==> src/rtl/rfr_pkg.sv <==
// Package for the RFCOMM frame receiver: codes, frame constants, the result
// item type and the CRC-8 step function.
// Used by rfr_frame_core, rfr_out_buf and rfcomm_frame_receiver.
package rfr_pkg;

    // Receive credit window and the level at which credits are returned.
    localparam logic [2:0] RX_CREDIT_WINDOW = 3'd7;
    localparam logic [2:0] REPLENISH_LEVEL  = 3'd3;

    // Control field values with the P/F bit masked off.
    localparam logic [7:0] PF_MASK   = 8'hef;
    localparam logic [7:0] CTRL_SABM = 8'h2f;
    localparam logic [7:0] CTRL_UA   = 8'h63;
    localparam logic [7:0] CTRL_DM   = 8'h0f;
    localparam logic [7:0] CTRL_DISC = 8'h43;
    localparam logic [7:0] CTRL_UIH  = 8'hef;

    // CRC-8 constants, reflected form.
    localparam logic [7:0] CRC_POLY = 8'he0;
    localparam logic [7:0] CRC_INIT = 8'hff;

    // Saturation limits.
    localparam logic [7:0]  TX_CREDIT_MAX  = 8'd255;
    localparam logic [15:0] BYTE_COUNT_MAX = 16'hffff;

    // Result item kinds.
    localparam logic KIND_PAYLOAD = 1'b0;
    localparam logic KIND_STATUS  = 1'b1;

    // Frame status codes.
    localparam logic [2:0] ST_OK      = 3'd0;
    localparam logic [2:0] ST_SHORT   = 3'd1;
    localparam logic [2:0] ST_BAD     = 3'd2;
    localparam logic [2:0] ST_OVERRUN = 3'd3;
    localparam logic [2:0] ST_IGNORED = 3'd4;

    // Frame type codes.
    localparam logic [2:0] FT_OTHER = 3'd0;
    localparam logic [2:0] FT_SABM  = 3'd1;
    localparam logic [2:0] FT_UA    = 3'd2;
    localparam logic [2:0] FT_DM    = 3'd3;
    localparam logic [2:0] FT_DISC  = 3'd4;
    localparam logic [2:0] FT_UIH   = 3'd5;

    // Configuration register indexes (byte address = 4 * index).
    localparam logic [1:0] REG_CREDIT_FLOW  = 2'd0;
    localparam logic [1:0] REG_DATA_DLCI    = 2'd1;
    localparam logic [1:0] REG_CHANNEL_OPEN = 2'd2;

    // Configuration as seen by the frame core.
    typedef struct packed {
        logic       credit_flow;
        logic [5:0] data_dlci;
        logic       channel_open;
    } t_cfg;

    // One result item.
    typedef struct packed {
        logic        item_kind;
        logic [7:0]  payload_byte;
        logic [2:0]  frame_status;
        logic [2:0]  frame_type;
        logic [5:0]  frame_dlci;
        logic [14:0] payload_length;
        logic [7:0]  credits_added;
        logic [7:0]  tx_credits;
        logic [2:0]  credit_return;
        logic [2:0]  rx_credits_left;
    } t_result;

    // One byte through the reflected CRC-8, LSB first.
    function automatic logic [7:0] crc8_step(input logic [7:0] crc, input logic [7:0] b);
        logic [7:0] c;
        c = crc ^ b;
        for (int i = 0; i < 8; i++) begin
            c = (c >> 1) ^ (c[0] ? CRC_POLY : 8'h00);
        end
        return c;
    endfunction

    // Frame type from the masked control field.
    function automatic logic [2:0] frame_type_of(input logic [7:0] ctrl);
        logic [2:0] t;
        case (ctrl)
            CTRL_SABM: t = FT_SABM;
            CTRL_UA:   t = FT_UA;
            CTRL_DM:   t = FT_DM;
            CTRL_DISC: t = FT_DISC;
            CTRL_UIH:  t = FT_UIH;
            default:   t = FT_OTHER;
        endcase
        return t;
    endfunction

endpackage

==> src/rtl/rfr_frame_core.sv <==
// Frame core of the RFCOMM receiver: per-byte header parsing, FCS, length
// check and credit accounting, all done in the cycle a byte is accepted.
// Depends on rfr_pkg.
module rfr_frame_core
    import rfr_pkg::*;
(
    input  logic        i_clk,
    input  logic        i_rst_n,
    input  logic        i_accept,
    input  logic [7:0]  i_data_byte,
    input  logic        i_last_byte,
    input  t_cfg        i_cfg,
    output logic        o_res_valid,
    output t_result     o_res
);

    // Frame state, cleared after every last byte.
    logic [15:0] r_byte_count, n_byte_count;
    logic [7:0]  r_address, n_address;
    logic [7:0]  r_control, n_control;
    logic [14:0] r_length, n_length;
    logic [7:0]  r_crc, n_crc;
    logic [7:0]  r_credit_value, n_credit_value;
    logic        r_long, n_long;
    logic        r_credit_flag, n_credit_flag;
    // Credit counters, kept across frames.
    logic [2:0]  r_rx_credits, n_rx_credits;
    logic [7:0]  r_tx_credits, n_tx_credits;

    logic [7:0]  ctrl;
    logic [5:0]  dlci;
    logic [2:0]  offset;
    logic [15:0] start;
    logic [7:0]  crc_b;
    logic [16:0] frame_len;
    logic [16:0] expect_len;
    logic [2:0]  ftype;
    logic [2:0]  status;
    logic [8:0]  tx_sum;
    logic [2:0]  rx_after;

    always_comb begin
        ctrl       = r_control & PF_MASK;
        dlci       = r_address[7:2];
        offset     = r_long ? 3'd4 : 3'd3;
        start      = {13'd0, offset} + {15'd0, r_credit_flag};
        crc_b      = crc8_step(r_crc, i_data_byte);
        frame_len  = {1'b0, r_byte_count} + 17'd1;
        expect_len = {14'd0, offset} + {2'd0, r_length} + 17'd1 + {16'd0, r_credit_flag};
        ftype      = frame_type_of(ctrl);
        tx_sum     = {1'b0, r_tx_credits} + {1'b0, r_credit_value};
        rx_after   = r_rx_credits;
        status     = ST_OK;

        n_byte_count   = r_byte_count;
        n_address      = r_address;
        n_control      = r_control;
        n_length       = r_length;
        n_crc          = r_crc;
        n_credit_value = r_credit_value;
        n_long         = r_long;
        n_credit_flag  = r_credit_flag;
        n_rx_credits   = r_rx_credits;
        n_tx_credits   = r_tx_credits;

        o_res_valid                = 1'b0;
        o_res                      = '0;
        o_res.frame_dlci           = dlci;
        o_res.payload_length       = r_length;
        o_res.tx_credits           = r_tx_credits;
        o_res.rx_credits_left      = r_rx_credits;

        if (i_accept && !i_last_byte) begin
            // Header bytes.
            if (r_byte_count == 16'd0) begin
                n_address = i_data_byte;
                n_crc     = crc_b;
            end else if (r_byte_count == 16'd1) begin
                n_control     = i_data_byte;
                n_crc         = crc_b;
                n_credit_flag = ((i_data_byte & PF_MASK) == CTRL_UIH) &&
                                (r_address[7:2] != 6'd0) && i_cfg.credit_flow &&
                                i_data_byte[4];
            end else if (r_byte_count == 16'd2) begin
                n_length = {8'd0, i_data_byte[7:1]};
                n_long   = !i_data_byte[0];
                if (ctrl != CTRL_UIH) begin
                    n_crc = crc_b;
                end
            end else if (r_byte_count == 16'd3 && r_long) begin
                n_length = {i_data_byte, r_length[6:0]};
                if (ctrl != CTRL_UIH) begin
                    n_crc = crc_b;
                end
            end
            // Credit byte right after the length field.
            if (r_byte_count >= 16'd3 && r_byte_count == {13'd0, offset} && r_credit_flag) begin
                n_credit_value = i_data_byte;
            end
            if (r_byte_count != BYTE_COUNT_MAX) begin
                n_byte_count = r_byte_count + 16'd1;
            end
            // Information bytes of a UIH frame stream straight out.
            if (r_byte_count >= 16'd3 && ctrl == CTRL_UIH && r_byte_count >= start &&
                {1'b0, r_byte_count} < {1'b0, start} + {2'd0, r_length}) begin
                o_res_valid        = 1'b1;
                o_res.item_kind    = KIND_PAYLOAD;
                o_res.payload_byte = i_data_byte;
                o_res.frame_type   = FT_UIH;
            end
        end else if (i_accept) begin
            // Last byte: frame checks and credit accounting.
            if (r_byte_count < 16'd3 || !r_address[0] || (r_long && r_byte_count < 16'd4)) begin
                status = ST_SHORT;
            end else if (frame_len != expect_len || i_data_byte != ~r_crc) begin
                status = ST_BAD;
            end else if (ftype == FT_OTHER) begin
                status = ST_IGNORED;
            end else if (ftype == FT_UIH && dlci != 6'd0) begin
                if (dlci != i_cfg.data_dlci || !i_cfg.channel_open) begin
                    status = ST_IGNORED;
                end else begin
                    if (r_credit_flag) begin
                        n_tx_credits        = tx_sum[8] ? TX_CREDIT_MAX : tx_sum[7:0];
                        o_res.credits_added = r_credit_value;
                    end
                    if (r_length != 15'd0 && i_cfg.credit_flow) begin
                        if (r_rx_credits == 3'd0) begin
                            status = ST_OVERRUN;
                        end else begin
                            rx_after = r_rx_credits - 3'd1;
                        end
                    end
                    n_rx_credits = rx_after;
                    if (status == ST_OK && i_cfg.credit_flow && rx_after <= REPLENISH_LEVEL) begin
                        o_res.credit_return = RX_CREDIT_WINDOW - rx_after;
                        n_rx_credits        = RX_CREDIT_WINDOW;
                    end
                end
            end
            o_res_valid           = 1'b1;
            o_res.item_kind       = KIND_STATUS;
            o_res.frame_status    = status;
            o_res.frame_type      = ftype;
            o_res.tx_credits      = n_tx_credits;
            o_res.rx_credits_left = n_rx_credits;

            n_byte_count   = 16'd0;
            n_address      = 8'd0;
            n_control      = 8'd0;
            n_length       = 15'd0;
            n_crc          = CRC_INIT;
            n_credit_value = 8'd0;
            n_long         = 1'b0;
            n_credit_flag  = 1'b0;
        end
    end

    // State registers.
    always_ff @(posedge i_clk) begin
        if (!i_rst_n) begin
            r_byte_count   <= 16'd0;
            r_address      <= 8'd0;
            r_control      <= 8'd0;
            r_length       <= 15'd0;
            r_crc          <= CRC_INIT;
            r_credit_value <= 8'd0;
            r_long         <= 1'b0;
            r_credit_flag  <= 1'b0;
            r_rx_credits   <= RX_CREDIT_WINDOW;
            r_tx_credits   <= 8'd0;
        end else begin
            r_byte_count   <= n_byte_count;
            r_address      <= n_address;
            r_control      <= n_control;
            r_length       <= n_length;
            r_crc          <= n_crc;
            r_credit_value <= n_credit_value;
            r_long         <= n_long;
            r_credit_flag  <= n_credit_flag;
            r_rx_credits   <= n_rx_credits;
            r_tx_credits   <= n_tx_credits;
        end
    end

`ifndef NO_ASSERTIONS
    // A last byte always leaves the frame state cleared.
    a_clear_after_last: assert property (@(posedge i_clk) disable iff (!i_rst_n)
        (i_accept && i_last_byte) |=> (r_byte_count == 16'd0 && r_crc == CRC_INIT))
        else $error("frame state not cleared after last byte");
    // Receive credits never rise above the window.
    a_rx_window: assert property (@(posedge i_clk) disable iff (!i_rst_n)
        r_rx_credits <= RX_CREDIT_WINDOW)
        else $error("receive credits above window");
`endif

endmodule

==> src/rtl/rfr_out_buf.sv <==
// Two-entry output buffer for result items: an output register and a skid
// register, so a new item is taken while a finished result waits.
// Depends on rfr_pkg.
module rfr_out_buf
    import rfr_pkg::*;
(
    input  logic    i_clk,
    input  logic    i_rst_n,
    input  logic    i_res_valid,
    input  t_result i_res,
    output logic    o_full,
    output logic    o_valid,
    output t_result o_res,
    input  logic    i_stall
);

    logic    r_main_valid;
    logic    r_skid_valid;
    t_result r_main;
    t_result r_skid;
    logic    out_fire;

    assign out_fire = r_main_valid && !i_stall;
    assign o_full   = r_skid_valid;
    assign o_valid  = r_main_valid;
    assign o_res    = r_main;

    // Valid flags.
    always_ff @(posedge i_clk) begin
        if (!i_rst_n) begin
            r_main_valid <= 1'b0;
            r_skid_valid <= 1'b0;
        end else if (r_skid_valid) begin
            if (out_fire) begin
                r_main_valid <= 1'b1;
                r_skid_valid <= 1'b0;
            end
        end else if (!r_main_valid || out_fire) begin
            r_main_valid <= i_res_valid;
        end else if (i_res_valid) begin
            r_skid_valid <= 1'b1;
        end
    end

    // Payload registers.
    always_ff @(posedge i_clk) begin
        if (r_skid_valid) begin
            if (out_fire) begin
                r_main <= r_skid;
            end
        end else if (!r_main_valid || out_fire) begin
            if (i_res_valid) begin
                r_main <= i_res;
            end
        end else if (i_res_valid) begin
            r_skid <= i_res;
        end
    end

`ifndef NO_ASSERTIONS
    // The skid register only holds an item behind a waiting output item.
    a_skid_behind_main: assert property (@(posedge i_clk) disable iff (!i_rst_n)
        r_skid_valid |-> r_main_valid)
        else $error("skid item without output item");
    // The skid register fills only while the output is stalled.
    a_skid_fill: assert property (@(posedge i_clk) disable iff (!i_rst_n)
        $rose(r_skid_valid) |-> $past(r_main_valid && i_stall))
        else $error("skid filled without stall");
    // A drained skid item moves to the output register.
    a_skid_drain: assert property (@(posedge i_clk) disable iff (!i_rst_n)
        (r_skid_valid && !i_stall) |=> (r_main_valid && !r_skid_valid))
        else $error("skid item lost on drain");
`endif

endmodule

==> src/rtl/rfcomm_frame_receiver.sv <==
// Top level of the RFCOMM frame receiver: configuration registers on an
// APB-style port, the frame core and the output buffer.
// Depends on rfr_pkg, rfr_frame_core and rfr_out_buf.
//
// Usage: frame bytes enter on the input channel (i_in_valid / o_in_stall),
// one byte per item, with i_last_byte high on the FCS byte. Results leave on
// the output channel (o_out_valid / i_out_stall): one payload item for each
// information byte of a UIH frame, and one status item per frame on its last
// byte. Header, credit and surplus bytes give no result.
// A byte is accepted every cycle while o_in_stall is low; its result goes
// into the output register. The per-byte work (CRC step, counters, length
// and FCS compare, credit update) sits between the frame state registers
// and the output register. When the output stalls, one more result is held
// in a skid register; o_in_stall rises only while that register is occupied.
// Synchronous reset clears the frame state, sets receive credits to seven and
// transmit credits to zero, and clears the configuration registers. The user
// must write configuration only while no frame is in progress; the block does not enforce it.
module rfcomm_frame_receiver
    import rfr_pkg::*;
(
    input  logic        i_clk,
    input  logic        i_rst_n,
    // APB-style configuration port.
    input  logic        psel,
    input  logic        penable,
    input  logic        pwrite,
    input  logic [3:0]  paddr,
    input  logic [31:0] pwdata,
    output logic [31:0] prdata,
    output logic        pready,
    // Input channel.
    input  logic        i_in_valid,
    output logic        o_in_stall,
    input  logic [7:0]  i_data_byte,
    input  logic        i_last_byte,
    // Output channel.
    output logic        o_out_valid,
    input  logic        i_out_stall,
    output logic        o_item_kind,
    output logic [7:0]  o_payload_byte,
    output logic [2:0]  o_frame_status,
    output logic [2:0]  o_frame_type,
    output logic [5:0]  o_frame_dlci,
    output logic [14:0] o_payload_length,
    output logic [7:0]  o_credits_added,
    output logic [7:0]  o_tx_credits,
    output logic [2:0]  o_credit_return,
    output logic [2:0]  o_rx_credits_left
);

    logic       r_credit_flow;
    logic [5:0] r_data_dlci;
    logic       r_channel_open;
    logic       cfg_write;
    logic       in_accept;
    logic       buf_full;
    logic       res_valid;
    t_cfg       cfg;
    t_result    res;
    t_result    out_res;

    // Configuration writes.
    assign pready    = 1'b1;
    assign cfg_write = psel && penable && pwrite && pready;

    always_ff @(posedge i_clk) begin
        if (!i_rst_n) begin
            r_credit_flow  <= 1'b0;
            r_data_dlci    <= 6'd0;
            r_channel_open <= 1'b0;
        end else if (cfg_write) begin
            case (paddr[3:2])
                REG_CREDIT_FLOW:  r_credit_flow  <= pwdata[0];
                REG_DATA_DLCI:    r_data_dlci    <= pwdata[5:0];
                REG_CHANNEL_OPEN: r_channel_open <= pwdata[0];
                default: ;
            endcase
        end
    end

    // Configuration reads.
    always_comb begin
        case (paddr[3:2])
            REG_CREDIT_FLOW:  prdata = {31'd0, r_credit_flow};
            REG_DATA_DLCI:    prdata = {26'd0, r_data_dlci};
            REG_CHANNEL_OPEN: prdata = {31'd0, r_channel_open};
            default:          prdata = 32'd0;
        endcase
    end

    assign cfg.credit_flow  = r_credit_flow;
    assign cfg.data_dlci    = r_data_dlci;
    assign cfg.channel_open = r_channel_open;

    // Input handshake.
    assign o_in_stall = buf_full;
    assign in_accept  = i_in_valid && !buf_full;

    rfr_frame_core u_core (
        .i_clk       (i_clk),
        .i_rst_n     (i_rst_n),
        .i_accept    (in_accept),
        .i_data_byte (i_data_byte),
        .i_last_byte (i_last_byte),
        .i_cfg       (cfg),
        .o_res_valid (res_valid),
        .o_res       (res)
    );

    rfr_out_buf u_out_buf (
        .i_clk       (i_clk),
        .i_rst_n     (i_rst_n),
        .i_res_valid (res_valid),
        .i_res       (res),
        .o_full      (buf_full),
        .o_valid     (o_out_valid),
        .o_res       (out_res),
        .i_stall     (i_out_stall)
    );

    // Result fields.
    assign o_item_kind       = out_res.item_kind;
    assign o_payload_byte    = out_res.payload_byte;
    assign o_frame_status    = out_res.frame_status;
    assign o_frame_type      = out_res.frame_type;
    assign o_frame_dlci      = out_res.frame_dlci;
    assign o_payload_length  = out_res.payload_length;
    assign o_credits_added   = out_res.credits_added;
    assign o_tx_credits      = out_res.tx_credits;
    assign o_credit_return   = out_res.credit_return;
    assign o_rx_credits_left = out_res.rx_credits_left;

endmodule

==> config.mk <==
export PLATFORM = sky130hd
export DESIGN_NAME = rfcomm_frame_receiver
export DESIGN_NICKNAME = d
export VERILOG_FILES = /design/src/rtl/rfr_pkg.sv /design/src/rtl/rfr_frame_core.sv /design/src/rtl/rfr_out_buf.sv /design/src/rtl/rfcomm_frame_receiver.sv
export SDC_FILE = /design/constraint.sdc
export NUM_CORES = 1
export LEC_CHECK = 0
export BUFFER_PORTS_ARGS = -buffer_cell sky130_fd_sc_hd__buf_2
export CAP_MARGIN = 5
export CORE_AREA = 5 5 201 203
export CTS_BUF_LIST = sky130_fd_sc_hd__clkbuf_2 sky130_fd_sc_hd__clkbuf_4 sky130_fd_sc_hd__clkbuf_8
export CTS_CLUSTER_DIAMETER = 60
export DETAILED_ROUTE_END_ITERATION = 6
export DIE_AREA = 0 0 206 208
export PLACE_DENSITY_LB_ADDON = 0.3
export RECOVER_POWER = 25
export SYNTH_ARGS = -nofsm -noshare
export SYNTH_HDL_FRONTEND = slang
export SYNTH_HIERARCHICAL = 1
export SYNTH_SLANG_ARGS = --single-unit
export TNS_END_PERCENT = 30
==> constraint.sdc <==
create_clock -name i_clk -period 10.46 [get_ports i_clk]
set_input_delay 1.046 -clock i_clk [delete_from_list [all_inputs] [get_ports i_clk]]
set_output_delay 1.046 -clock i_clk [all_outputs]
set_load 0.01 [all_outputs]
== Word-level counts from Yosys, hierarchy flattened ==
Cells that the tools add are included.
Storage, ports and cells
  register bits after elaboration: 202
  input bits: 52
  output and inout bits: 93
  logic and storage cells: 262
Operators by class
  $add $sub $neg: 10
  magnitude comparators: 6
  equality and inequality tests: 28
  muxes and demuxes: 114
  bitwise logic cells: 13
  reduce and logical (&&, ||, !) cells: 55
Operators by type and width (count)
  two-way mux 8 bit: 38
  two-way mux 58 bit: 4
  two-way mux 3 bit: 38
  two-way mux 15 bit: 6
  bitwise XOR 7 x 8 -> 8 bit: 8
  two-way mux 16 bit: 3
  two-way mux 22 bit: 2
  equality test 16 x 2 -> 1 bit, second input constant: 2
  logical AND 1 bit: 19
  two-way mux 1 bit: 19
  case mux 6 bit (3 select lines): 1
  AND reduction 2 bit: 9
  adder 16 x 1 -> 17 bit, second input constant: 1
  adder 16 x 15 -> 17 bit: 1
  adder 17 x 1 -> 17 bit: 1
  adder 17 x 1 -> 17 bit, second input constant: 1
  < comparator 16 x 17 -> 1 bit: 1
  inequality test 17 bit: 1
  adder 16 x 1 -> 16 bit, second input constant: 1
  adder 3 x 15 -> 16 bit: 1
  equality test 16 x 1 -> 1 bit, second input constant: 1
  equality test 16 x 3 -> 1 bit: 1
  >= comparator 16 bit: 1
  >= comparator 16 x 2 -> 1 bit, second input constant: 1
  other kinds (37): 65

== Depth between registers and ports, before layout ==
Gate-level depths: netlist (run 1).
  depth in word-level cells: 24
  mapped depth: 21
  depth with buffers taken out: 21

== Modules after synthesis ==
The synthesis (run 1) kept the hierarchy.
By module, submodules not included
  rfr_frame_core: instances 1, cells an instance 796, area each 6204.7 sq um, seq. area each 1481.4 sq um
  rfr_out_buf: instances 1, cells an instance 193, area each 4583.1 sq um, seq. area each 3523.4 sq um
  rfcomm_frame_receiver: instances 1, cells an instance 73, area each 613.1 sq um, seq. area each 160.2 sq um

== Worst setup path before layout (run 1) ==
No wires, ideal clock.
  kind: register -> register
  start point: reg u_core.r_credit_flag
  end point: reg u_out_buf.r_main (netlist bit u_out_buf/o_res[0]), enable pin
  setup time: 490 ps
  data arrival time: 6329 ps
  data required time: 9970 ps
  slack: 3641 ps
  stages on the path, launching flop included: 20
  path buffers: 0
  period minus slack after synthesis: 6819 ps
  path through: dfxtp_1 inv_1 ha_1 inv_1 ha_1 inv_1 fa_1 nor2b_1 o21ai_0 nor2_1 nand2_1 nor2_1 xnor2_1 ha_1 a21o_1 a2111oi_0 o2111ai_1 nand2_1 nand2b_1 a21boi_1
On the way
  longest elaborated chain between the ends: 8
  elaborated cells between the ends (all ways): 10
  classes of those cells: add/sub (2); order compare (2); mux (2); reduce/logical (4)
Ends and longest elaborated chain
  start: declaration: line rfr_frame_core.sv:25  | logic r_credit_flag, n_credit_flag;
  start signal: assignment: line rfr_frame_core.sv:180  | r_credit_flag <= n_credit_flag;
  adder 3 x 1 -> 4 bit *: line rfr_frame_core.sv:46  | start = {13'd0, offset} + {15'd0, r_credit_flag};
  adder 16 x 15 -> 17 bit / >= comparator 16 bit (equally long branches): line rfr_frame_core.sv:105, rfr_frame_core.sv:104
  < comparator 16 x 17 -> 1 bit / logical AND 1 bit (equally long branches): line rfr_frame_core.sv:105, rfr_frame_core.sv:104
  logical AND 1 bit *: line rfr_frame_core.sv:104  | if (r_byte_count >= 16'd3 && ctrl == CTRL_UIH && r_byte_count >= start &&
  two-way mux 1 bit *: line rfr_frame_core.sv:104
  two-way mux 1 bit *: line rfr_frame_core.sv:73  | if (i_accept && !i_last_byte) begin
  net res_valid: line rfcomm_frame_receiver.sv:57  | logic res_valid;
  nonzero test 2 bit (no line) *
  AND reduction 3 bit (no line) *
  end signal: assignment: line rfr_out_buf.sv:49  | r_main <= r_skid;
  end signal: assignment: line rfr_out_buf.sv:53  | r_main <= i_res;
  end: declaration: line rfr_out_buf.sv:19  | t_result r_main;
The timed path passes the listed nets; every way through them passes the cells marked *.
A chain may end at the register's enable or synchronous reset.

== Worst setup path after layout (run 1) ==
  start point: reg u_core.r_credit_flag
  end point: reg u_out_buf/r_skid[6] (netlist name), enable pin
On the way
  longest elaborated chain between the ends: 7
  elaborated cells between the ends (all ways): 9
  classes of those cells: add/sub (2); order compare (2); mux (2); reduce/logical (3)
Ends and longest elaborated chain
  adder 3 x 1 -> 4 bit *: line rfr_frame_core.sv:46
  adder 16 x 15 -> 17 bit / >= comparator 16 bit (equally long branches): line rfr_frame_core.sv:105, rfr_frame_core.sv:104
  < comparator 16 x 17 -> 1 bit / logical AND 1 bit (equally long branches): line rfr_frame_core.sv:105, rfr_frame_core.sv:104
  logical AND 1 bit *: line rfr_frame_core.sv:104
  two-way mux 1 bit *: line rfr_frame_core.sv:104
  two-way mux 1 bit *: line rfr_frame_core.sv:73
  net res_valid: line rfcomm_frame_receiver.sv:57
  AND reduction 3 bit (no line) *
  end signal: assignment: line rfr_out_buf.sv:56  | r_skid <= i_res;
  end: declaration: line rfr_out_buf.sv:20  | t_result r_skid;
Marks and branches as above.

==> impl_metrics.json, run 1 <==
{
  "ctsResizeCount": 0,
  "switching_share_pct": 26.3,
  "place.gp.congestion": 0.821,
  "gr-usage-all-layers_pct": 12.7,
  "clock_skew_ns": 0.0184,
  "synth_top_area_share_pct": 30.6,
  "numCtsBuffers": 17,
  "path_delay_family": "compound AO/OA/AOI/OAI gates",
  "postCtsSetupRepairBufs": 0,
  "row_count": 72,
  "cts_tree": "yes",
  "synth_area_mm2": 0.0114,
  "critical_path_class": "reg -> reg",
  "portBuffers": 89,
  "power_leakage_nw": 4.48,
  "via_per_inst": 4.78,
  "hp-class": "reg -> reg",
  "finalHoldViolCount": 0,
  "layout_commonest_cell": "edfxtp_1",
  "start_kind": "flip-flop",
  "irDropWorstVdd_mv": 0.0764,
  "cap_violations": 3,
  "fin_crit_ns": 5.84,
  "fin_util_pct": 32.2,
  "postCtsHoldBufs": 0,
  "mostFrequentLayoutCells": "edfxtp_1, nand2_1, dfxtp_1",
  "drive_gt1_share_pct": 14.9,
  "intPower_w": 0.00109,
  "die_height_um": 208,
  "power.switching_w": 0.000389,
  "synth_seq_area_share_pct": 45.3,
  "clock_path_buffers": 2,
  "core_mm2": 0.0383,
  "die_w_um": 206,
  "clkPwrFrac_pct": 33.5,
  "yosys.area.top_type": "edfxtp_1",
  "ys_ff_latch": 200,
  "antenna_found_initial": 5,
  "seqPwrFrac_pct": 58.1,
  "synthFlopType": "edfxtp_1",
  "syn_to_final_growth_pct": 8.23,
  "grt_pass1_wl_mm": 42.9,
  "fmax_ghz": 0.171,
  "worstMarginPinSlew_ns": 2.01,
  "path_cells": "inv_1 -> ha_1 -> inv_1 -> ha_1 -> inv_1 -> fa_1 -> nor2b_1 -> o21ai_0 -> nor2_1 -> nand2_1 -> nor2_1 -> xnor2_1 -> ha_1 -> a21o_1 -> a2111oi_0 -> o2111ai_1 -> nand2_1 -> nand2b_1 -> nor2_4 -> buf_4",
  "grt_pass1_vias": 7505,
  "grt_max_degree": 61,
  "routed_wl_mm": 27.7,
  "grt_overflow_total": 0,
  "clk_latency_ns": 0.48,
  "detail_route.first_pass.iterations": 5,
  "cts-root-buf": "clkbuf_8",
  "crit_path_max_incr_delay_ns": 0.65,
  "dp_hpwl_mm": 20.3,
  "yosysWarningCount": 6,
  "required_ns": 10.57,
  "finalMaxSlewViolations": 103,
  "synthArstFlopShare_pct": 0,
  "nets": 1220,
  "cts.htree.levels": 4,
  "arrival_ns": 5.95,
  "avgSynthCellArea_um2": 10.7,
  "power_density_mw_per_mm2": 120,
  "start_util_pct": 29.8,
  "end_kind": "flip-flop",
  "violations": "capacitance limit, slew limit",
  "setup_tns_ns": 0,
  "clock_sinks": 200,
  "status": "finished, violations left",
  "drt-initial-drc-count": 452,
  "io_pins": 145,
  "worst-path-buf-inv": 4,
  "drc": 0,
  "synthCells": 1062,
  "cp_slowest_cell": "a2111oi_0",
  "netlist_top_cells_area": "edfxtp_1, dfxtp_1, mux2_4",
  "ant_nets": 0,
  "synth_edf_count": 116,
  "relSlewSlack_pct": -34.2,
  "wl_per_cell_um": 16.8,
  "ys_types": 83,
  "finalCritPeriodShare_pct": 55.8,
  "regArea_mm2": 0.00516,
  "rsz0062_at_grt": "no",
  "multiInputGateArea_mm2": 0.00554,
  "finalSetupViolCount": 0,
  "fill_cells": 3949,
  "comb_power_share_pct": 8.4,
  "diodes": 0,
  "vias": 7876,
  "clk_pin_slew_ns": 0.11,
  "crit_fanout": 58,
  "die-area_mm2": 0.0428
}
## metrics by stage
step	instance area [µm²]	power, W	setup WS, ns	std cells	hold slack (ns)
after floorplan	11500	0.000975	3.64	1087	0.425
after global placement	12100	0.00100	4.81	1616	0.459
after detailed placement	12100	0.00101	4.72	1616	0.470
after CTS	12500	0.00151	4.69	1648	0.482
after global routing	12300	0.00155	4.20	1648	0.516
final	12300	0.00148	4.62	1648	0.480
## cell usage after synthesis, types with 4 or more instances
cell type	n
a22oi_1	8
and4_1	4
nand2b_1	7
nor4b_2	4
and2_1	20
o21ai_0	24
buf_4	35
xor2_1	30
a211oi_2	4
clkbuf_1	31
xnor2_1	50
nand3_1	35
buf_12	6
nor2_1	79
nand2_1	87
dfxtp_1	84
nor4_1	12
nand4_1	17
nor3_1	16
edfxtp_1	116
mux2i_1	15
inv_1	37
a21oi_1	75
buf_2	11
a211oi_1	7
nand4b_1	6
a31oi_1	6
ha_1	48
mux2_4	59
and2_2	8
o211ai_1	6
or3_1	4
o21ai_1	4
a21o_1	11
nor2b_1	12
or2_2	7
and3_1	6
## state kept, by name, summed over array words and instances (netlist names)
| register | flops |
|---|---|
| u_core/r_long | 1 |
| u_out_buf/o_full | 1 |
| u_core/r_control | 7 |
| u_out_buf/o_valid | 1 |
| u_core/r_credit_value | 8 |
| u_core/r_crc | 8 |
| u_out_buf/r_skid | 58 |
| r_credit_flow | 1 |
| u_out_buf/o_res | 58 |
| u_core/r_length | 15 |
| r_data_dlci | 6 |
| u_core/r_byte_count | 16 |
| r_channel_open | 1 |
| u_core/r_credit_flag | 1 |
| u_core/r_tx_credits | 8 |
| u_core/r_address | 7 |
| u_core/r_rx_credits | 3 |
## worst reg2reg max path: stages (launching register included)
cell and delay, ns:
dfxtp_1 0.47, inv_1 0.28, ha_1 0.39, inv_1 0.09
ha_1 0.16, inv_1 0.06, fa_1 0.39, nor2b_1 0.11
o21ai_0 0.17, nor2_1 0.28, nand2_1 0.14, nor2_1 0.16
xnor2_1 0.14, ha_1 0.26, a21o_1 0.16, a2111oi_0 0.65
o2111ai_1 0.41, nand2_1 0.22, nand2b_1 0.17, nor2_4 0.11
buf_4 0.62
## per-layer routing
metal	up-vias	track usage [%]	wire (µm)
met5	-	0	65
met4	10	2.98	303
met3	29	2.77	1450
met2	189	20.6	13000
met1	3797	17.3	12900
li1	3851	-	-
## path summary, 6_finish.rpt
| kind | slack, ns | start | depth (start not counted) | end |
|---|---|---|---|---|
| worst max-delay path | 4.62 | u_core/r_credit_flag$_SDFFE_PN0P_ | 20 | u_out_buf/r_skid[6]$_DFFE_PP_ |
| worst max register to register | 4.62 | u_core/r_credit_flag$_SDFFE_PN0P_ | 20 | u_out_buf/r_skid[6]$_DFFE_PP_ |
| worst min register to register | 0.48 | u_core/r_control[1]$_SDFFE_PN0P_ | 2 | u_core/r_control[1]$_SDFFE_PN0P_ |
| worst min-delay path | 0.48 | u_core/r_control[1]$_SDFFE_PN0P_ | 2 | u_core/r_control[1]$_SDFFE_PN0P_ |
## cells by family after synthesis
kind of cell	count (synthesis)	synth area share, %
adders and majority gates	51	5.79
and+or+nand+nor	353	17.1
muxes	76	9.28
other	2	0.0659
DFF	200	45.3
xor gates and xnor gates	82	6.55
buffers and inverters	124	6.29
AOI/OAI and AO/OA	174	9.62
## area by class of cell
class                   count  share of cell area, %
inverters                  38                   1.16
repair buffers             97                   3.60
flip-flops and latches    200                   41.9
multi-input cells         763                   44.9
well taps                 518                   5.25
clock inverters            15                   1.31
clock buffers              17                   1.90
## power groups by stage
stage / sequential [W] / combinational (W) / clock [W]
CTS: 0.000860 / 0.000129 / 0.000519
global placement: 0.000877 / 0.000128 / 0
detailed placement: 0.000878 / 0.000128 / 0
floorplan: 0.000878 / 0.0000968 / 0
finish: 0.000860 / 0.000124 / 0.000496
global route: 0.000862 / 0.000137 / 0.000547
Power figures use the tool's default switching activity.
==> run 2: changes to the inputs <==
Settings changed: ABC_AREA from default to 1, CORE_AREA 5 5 201 203 to 5 5 205 207, DIE_AREA 0 0 206 208 to 0 0 210 212.
Clock period 10.46 ns to 5.3 ns, I/O delays scaled along.
==> run 2 against run 1 <==
The flow still finishes with violations (capacitance limit, slew limit). Combinational power rose to 2.8 times the previous value. Maximum frequency up 22%. Register-to-register slack worse by 4.1 ns. Largest power group unchanged. Critical path type unchanged.
==> impl_metrics.json, run 2 <==
{
  "status": "finished, violations left",
  "violations": "capacitance limit, slew limit",
  "drc": 0,
  "post-place-ws_ns": 0.374,
  "r2r_end": "u_out_buf/r_skid[11]$_DFFE_PP_",
  "ys_types": 49,
  "power_leakage_nw": 5.64,
  "crit_fanout": 31,
  "end_kind": "flip-flop",
  "synthArstFlopShare_pct": 0,
  "start_util_pct": 29.5,
  "r2r-start": "u_core/r_credit_flag$_SDFFE_PN0P_",
  "grt_pass1_vias": 9675,
  "grt_max_degree": 64,
  "synth_area_mm2": 0.0119,
  "synthCells": 1549,
  "mostFrequentLayoutCells": "nand2_1, inv_1, nor2_1",
  "routed_wl_mm": 34.3,
  "clkPwrFrac_pct": 30.9,
  "finalSetupViolCount": 0,
  "total_power_w": 0.00300,
  "arrival_ns": 4.99,
  "seqPwrFrac_pct": 57.5,
  "die_w_um": 210,
  "ant_nets": 0,
  "antenna_found_initial": 3,
  "netlist_top_cells_area": "edfxtp_1, nand2_1, dfxtp_1",
  "core_mm2": 0.0402,
  "grt_pass1_wl_mm": 53.6,
  "final_cell_area_mm2": 0.0130,
  "relSlewSlack_pct": -4.20,
  "hp-class": "in -> reg",
  "clk_pin_slew_ns": 0.11,
  "required_ns": 5.49,
  "syn_to_final_growth_pct": 9.90,
  "clk_latency_ns": 0.51,
  "ys_top_cells_by_count": "nand2_1, inv_1, nor2_1",
  "setup_ws_ns": 0.497,
  "min_to": "u_core/r_length[5]$_SDFFE_PN0P_",
  "wl_per_cell_um": 15.8,
  "finalHoldViolCount": 0,
  "power.switching_w": 0.000873,
  "start_kind": "flip-flop",
  "drt-initial-drc-count": 915,
  "synthFlopType": "edfxtp_1",
  "finalMaxSlewViolations": 29,
  "critical_path_class": "reg -> reg",
  "power_density_mw_per_mm2": 230,
  "fin_crit_ns": 4.80,
  "switching_share_pct": 29.2,
  "comb_power_share_pct": 11.6,
  "via_per_inst": 4.69,
  "clock_sinks": 200,
  "synth_edf_count": 116,
  "clock_path_buffers": 2,
  "portBuffers": 89,
  "cts-root-buf": "clkbuf_8",
  "intPower_w": 0.00212,
  "worstMarginPinSlew_ns": 1.56,
  "min-delay-start": "i_data_byte[6]",
  "yosysWarningCount": 6,
  "yosys.area.top_type": "edfxtp_1",
  "postCtsHoldBufs": 0,
  "cts_tree": "yes",
  "rr_worst_depth": 22,
  "grt_overflow_total": 0,
  "layout_commonest_cell": "nand2_1",
  "dp_hpwl_mm": 26.2,
  "synth_top_area_share_pct": 29.4,
  "gr-usage-all-layers_pct": 15.4,
  "irDropWorstVdd_mv": 0.122,
  "synth_seq_area_share_pct": 43.6,
  "ys_ff_latch": 200,
  "hold_path_depth": 3,
  "avgSynthCellArea_um2": 7.65,
  "numCtsBuffers": 17,
  "row_count": 74,
  "rsz0062_at_grt": "no",
  "vias": 10200,
  "diodes": 0,
  "place.gp.congestion": 0.983,
  "io_pins": 145,
  "fill_cells": 4385,
  "cap_violations": 1,
  "die_height_um": 212,
  "fmax_ghz": 0.208,
  "drive_gt1_share_pct": 9.00,
  "nets": 1734,
  "synth_most_common_cell": "nand2_1",
  "clock_skew_ns": 0.0318,
  "regToRegSetupSlack_ns": 0.50,
  "detail_route.first_pass.iterations": 6,
  "die-area_mm2": 0.0445,
  "cts.htree.levels": 4,
  "placed_area_mm2": 0.0128,
  "finalCritPeriodShare_pct": 90.6
}
## run 2: cell families after synthesis
kind of cell	Yosys count	synth area share, %
other	2	0.0634
DFF	200	43.6
AOI/OAI and AO/OA	140	6.64
xor gates and xnor gates	34	2.51
and+or+nand+nor	863	31.7
adders and majority gates	51	5.57
buffers and inverters	259	9.88
## run 2: final cells by class
| type | instances | area, µm² | area share [%] |
|---|---|---|---|
| Clock inverter | 15 | 115 | 0.884 |
| Clock buffer | 17 | 234 | 1.80 |
| Sequential cell | 200 | 5160 | 39.7 |
| Inverter | 192 | 723 | 5.55 |
| Timing Repair Buffer | 104 | 494 | 3.79 |
| Multi-Input combinational cell | 1116 | 5630 | 43.2 |
| Tap cell | 532 | 666 | 5.11 |
## run 2: power groups by stage
| stage | Clock [W] | Sequential, W | Combinational, W |
|---|---|---|---|
| 3_5_place_dp | 0 | 0.00176 | 0.000350 |
| 2_1_floorplan | 0 | 0.00176 | 0.000244 |
| 6_report | 0.000926 | 0.00172 | 0.000348 |
| 5_1_grt | 0.00103 | 0.00173 | 0.000387 |
| 3_3_place_gp | 0 | 0.00176 | 0.000348 |
| 4_1_cts | 0.000962 | 0.00172 | 0.000352 |
## run 2: routing by layer
metal,vias to the layer above,part of all wire [%],GRT usage [%]
li1,5086,-,-
met1,4701,48,22.2
met2,371,42,23.1
met3,48,7.6,3.59
met4,6,2.1,4.37
met5,-,0.099,0
## run 2: worst max-delay path, stage by stage, from the launching register on
cell and delay (ns):
dfxtp_1 0.39, inv_1 0.13, ha_1 0.31, inv_1 0.09
ha_1 0.16, inv_1 0.05, fa_1 0.40, o21ai_0 0.31
nand2_1 0.09, nor2_1 0.24, xor2_1 0.20, ha_1 0.25
nand2_1 0.08, inv_1 0.04, nand3_1 0.06, a21oi_1 0.05
o21ai_0 0.18, o211a_1 0.19, o21ai_0 0.21, nand2_1 0.16
nand2_1 0.14, nor2_4 0.48, buf_12 0.27
## run 2: what timing repair did
| action | CTS | global route |
|---|---|---|
| setup buffers | 0 | 0 |
| resized for setup | 0 | 0 |
| setup endpoints to repair | 0 | 31 |
## run 2: worst max path at each step
stage / slack [ns] / startpoint / to
floorplan: -0.04 / u_core/r_long$_SDFFE_PN0P_ / u_out_buf/o_res[0]$_DFFE_PP_
global placement: 0.41 / u_core/r_long$_SDFFE_PN0P_ / u_out_buf/r_skid[1]$_DFFE_PP_
detailed placement: 0.37 / u_core/r_long$_SDFFE_PN0P_ / u_out_buf/r_skid[5]$_DFFE_PP_
CTS: 0.33 / u_core/r_credit_flag$_SDFFE_PN0P_ / u_out_buf/r_skid[11]$_DFFE_PP_
global route: 0.11 / u_core/r_credit_flag$_SDFFE_PN0P_ / u_out_buf/r_skid[11]$_DFFE_PP_
finish: 0.50 / u_core/r_credit_flag$_SDFFE_PN0P_ / u_out_buf/r_skid[11]$_DFFE_PP_
## run 2: through the flow
step	utilization, %	setup TNS (ns)	std cells	hold slack [ns]
global route	32.4	0	2176	0.294
detailed placement	31.8	0	2143	0.466
CTS	32.6	0	2175	0.288
global placement	31.8	0	2143	0.459
floorplan	-	-2.45	1574	0.425
finish	32.4	0	2176	0.336
==> run 3: changes to the inputs <==
Settings changed: CORE_AREA 5 5 205 207 to 5 5 245 175, DIE_AREA 0 0 210 212 to 0 0 250 180, SYNTH_HIERARCHICAL 1 to default.
==> run 3 against run 2 <==
The flow still finishes with violations (capacitance limit, slew limit). Sequential share of layout area decreased by 0.51 points. Largest cell class unchanged. First-iteration DRC count increased by 8.3%. Register-to-register slack got worse by 0.097 ns. Total power increased by 4.7%.
==> impl_metrics.json, run 3 <==
{
  "hp-class": "in -> reg",
  "finalCritPeriodShare_pct": 92.5,
  "avgSynthCellArea_um2": 7.81,
  "nets": 1704,
  "synthFlopType": "edfxtp_1",
  "start_util_pct": 29.5,
  "clock_skew_ns": 0.0205,
  "crit_fanout": 58,
  "worstMarginPinSlew_ns": 2.92,
  "power_leakage_nw": 5.51,
  "synth_most_common_cell": "nand2_1",
  "yosysWarningCount": 0,
  "cts-root-buf": "clkbuf_8",
  "fin_util_pct": 32.6,
  "synth_area_mm2": 0.0119,
  "fill_cells": 4305,
  "grt_max_degree": 66,
  "intPower_w": 0.00218,
  "synthCells": 1525,
  "grt_util_met1_pct": 24.6,
  "seqPwrFrac_pct": 55.7,
  "mostFrequentLayoutCells": "nand2_1, inv_1, nor2_1",
  "clk_pin_slew_ns": 0.11,
  "relSlewSlack_pct": -94.8,
  "syn_to_final_growth_pct": 10.7,
  "portBuffers": 89,
  "finalHoldViolCount": 0,
  "fin_crit_ns": 4.90,
  "ys_types": 50,
  "clock_path_buffers": 2,
  "required_ns": 5.48,
  "place.gp.congestion": 0.937,
  "finalMaxSlewViolations": 66,
  "yosys.area.top_type": "edfxtp_1",
  "synth_edf_count": 116,
  "clock_sinks": 200,
  "cap_violations": 1,
  "fmax_ghz": 0.204,
  "setup_tns_ns": 0,
  "switching_share_pct": 30.6,
  "detail_route.first_pass.iterations": 6,
  "die_w_um": 250,
  "irDropWorstVdd_mv": 0.154,
  "comb_power_share_pct": 13.0,
  "synth_top_area_share_pct": 29.2,
  "drc": 0,
  "routed_wl_mm": 35.8,
  "ctsResizeCount": 0,
  "cts_tree": "yes",
  "synth_seq_area_share_pct": 43.3,
  "multiInputGateArea_mm2": 0.00574,
  "row_count": 62,
  "gr-usage-all-layers_pct": 15.5,
  "core_mm2": 0.0404,
  "ant_nets": 0,
  "cts.htree.levels": 4,
  "regArea_mm2": 0.00516,
  "die_height_um": 180,
  "power.switching_w": 0.000961,
  "postCtsHoldBufs": 0,
  "grtUsageMet2_pct": 20.6,
  "arrival_ns": 5.08,
  "rsz0062_at_grt": "no",
  "numCtsBuffers": 17,
  "drt-initial-drc-count": 991,
  "io_pins": 145,
  "grt_pass1_wl_mm": 55.3,
  "clkPwrFrac_pct": 31.2,
  "dpl.cell_count": 2128,
  "status": "finished, violations left",
  "drive_gt1_share_pct": 9.96,
  "ys_ff_latch": 200,
  "synthArstFlopShare_pct": 0,
  "clk_latency_ns": 0.52,
  "met3_usage_pct": 4.16,
  "start_kind": "flip-flop",
  "ys_top_cells_by_count": "nand2_1, inv_1, nor2_1",
  "stdcell_count": 2161,
  "finalSetupViolCount": 0,
  "netlist_top_cells_area": "edfxtp_1, dfxtp_1, nand2_1",
  "dp_hpwl_mm": 27.2,
  "grt_overflow_total": 0,
  "die-area_mm2": 0.0450,
  "critical_path_class": "reg -> reg",
  "wl_per_cell_um": 16.6,
  "postCtsSetupRepairBufs": 0,
  "violations": "capacitance limit, slew limit",
  "power_density_mw_per_mm2": 238,
  "antenna_found_initial": 3,
  "vias": 10400,
  "layout_commonest_cell": "nand2_1",
  "grt_pass1_vias": 9433,
  "grt_busiest_layer": "met1",
  "end_kind": "flip-flop",
  "via_per_inst": 4.80
}
## run 3: worst max-delay path, stage by stage (launching register included)
cell and delay (ns):
dfxtp_1 0.47, inv_1 0.19, ha_1 0.31, inv_1 0.06, ha_1 0.20, fa_1 0.41, a21oi_1 0.22, nor3_1 0.10
inv_1 0.08, nor2_1 0.07, xor2_1 0.17, ha_1 0.33, nand2_1 0.08, nor2_1 0.05, a211oi_1 0.26, a21oi_1 0.11
o21ai_0 0.18, nand3_1 0.37, nand2_1 0.16, inv_1 0.16, nand2_1 0.12, nand2_1 0.08, inv_2 0.07, buf_12 0.27
## run 3: cell type report
| cell class | count | share of cell area, % |
|---|---|---|
| Clock inverter | 15 | 1.16 |
| Timing Repair Buffer | 99 | 3.68 |
| Inverter | 195 | 5.57 |
| Multi-Input combinational cell | 1090 | 43.5 |
| Antenna cell | 1 | 0.0190 |
| Tap cell | 544 | 5.16 |
| Sequential cell | 200 | 39.2 |
| Clock buffer | 17 | 1.77 |
## run 3: power by group through the flow
stage	combinational, W	clock [W]	sequential (W)
floorplan	0.000268	0	0.00179
global placement	0.000406	0	0.00178
detailed placement	0.000413	0	0.00178
CTS	0.000415	0.00101	0.00175
global route	0.000457	0.00107	0.00176
finish	0.000409	0.000980	0.00175
## run 3: path summary, 6_finish.rpt
path | startpoint | end | slack [ns] | depth (start not counted)
setup / recovery | u_core.r_long$_SDFFE_PN0P_ | u_out_buf.o_res[22]$_DFFE_PP_ | 0.40 | 23
hold / removal | pwdata[2] | r_data_dlci[2]$_SDFFE_PN0P_ | 0.31 | 3
setup reg to reg | u_core.r_long$_SDFFE_PN0P_ | u_out_buf.o_res[22]$_DFFE_PP_ | 0.40 | 23
hold reg to reg | u_core.r_control[0]$_SDFFE_PN0P_ | u_core.r_control[0]$_SDFFE_PN0P_ | 0.48 | 2
## run 3: cells by family (layout without fill, tap and decap cells)
family / Yosys count / in the layout / synth area share (%)
AOI/OAI and AO/OA: 202 / 202 / 9.47
xor gates and xnor gates: 45 / 45 / 3.31
adders and majority gates: 49 / 49 / 5.33
buffers and inverters: 260 / 326 / 9.36
DFF: 200 / 200 / 43.3
other: 2 / 28 / 0.0630
and+or+nand+nor: 767 / 767 / 29.1
## run 3: metal layers
metal | up-vias | share of wire [%]
met1 | 4855 | 53
met3 | 34 | 7.8
met2 | 356 | 39
li1 | 5121 | -
met4 | 2 | 0.91
met5 | - | 0.020
## run 3: per-stage QoR
| step | worst slack (ns) | cell area (µm²) | total power (W) | hold WS [ns] |
|---|---|---|---|---|
| final | 0.400 | 13200 | 0.00314 | 0.310 |
| after floorplan | 0.226 | 12000 | 0.00205 | 0.403 |
| after detailed placement | 0.448 | 12900 | 0.00219 | 0.460 |
| after global placement | 0.521 | 12900 | 0.00219 | 0.453 |
| after global routing | 0.0121 | 13200 | 0.00329 | 0.323 |
| after CTS | 0.408 | 13300 | 0.00318 | 0.285 |
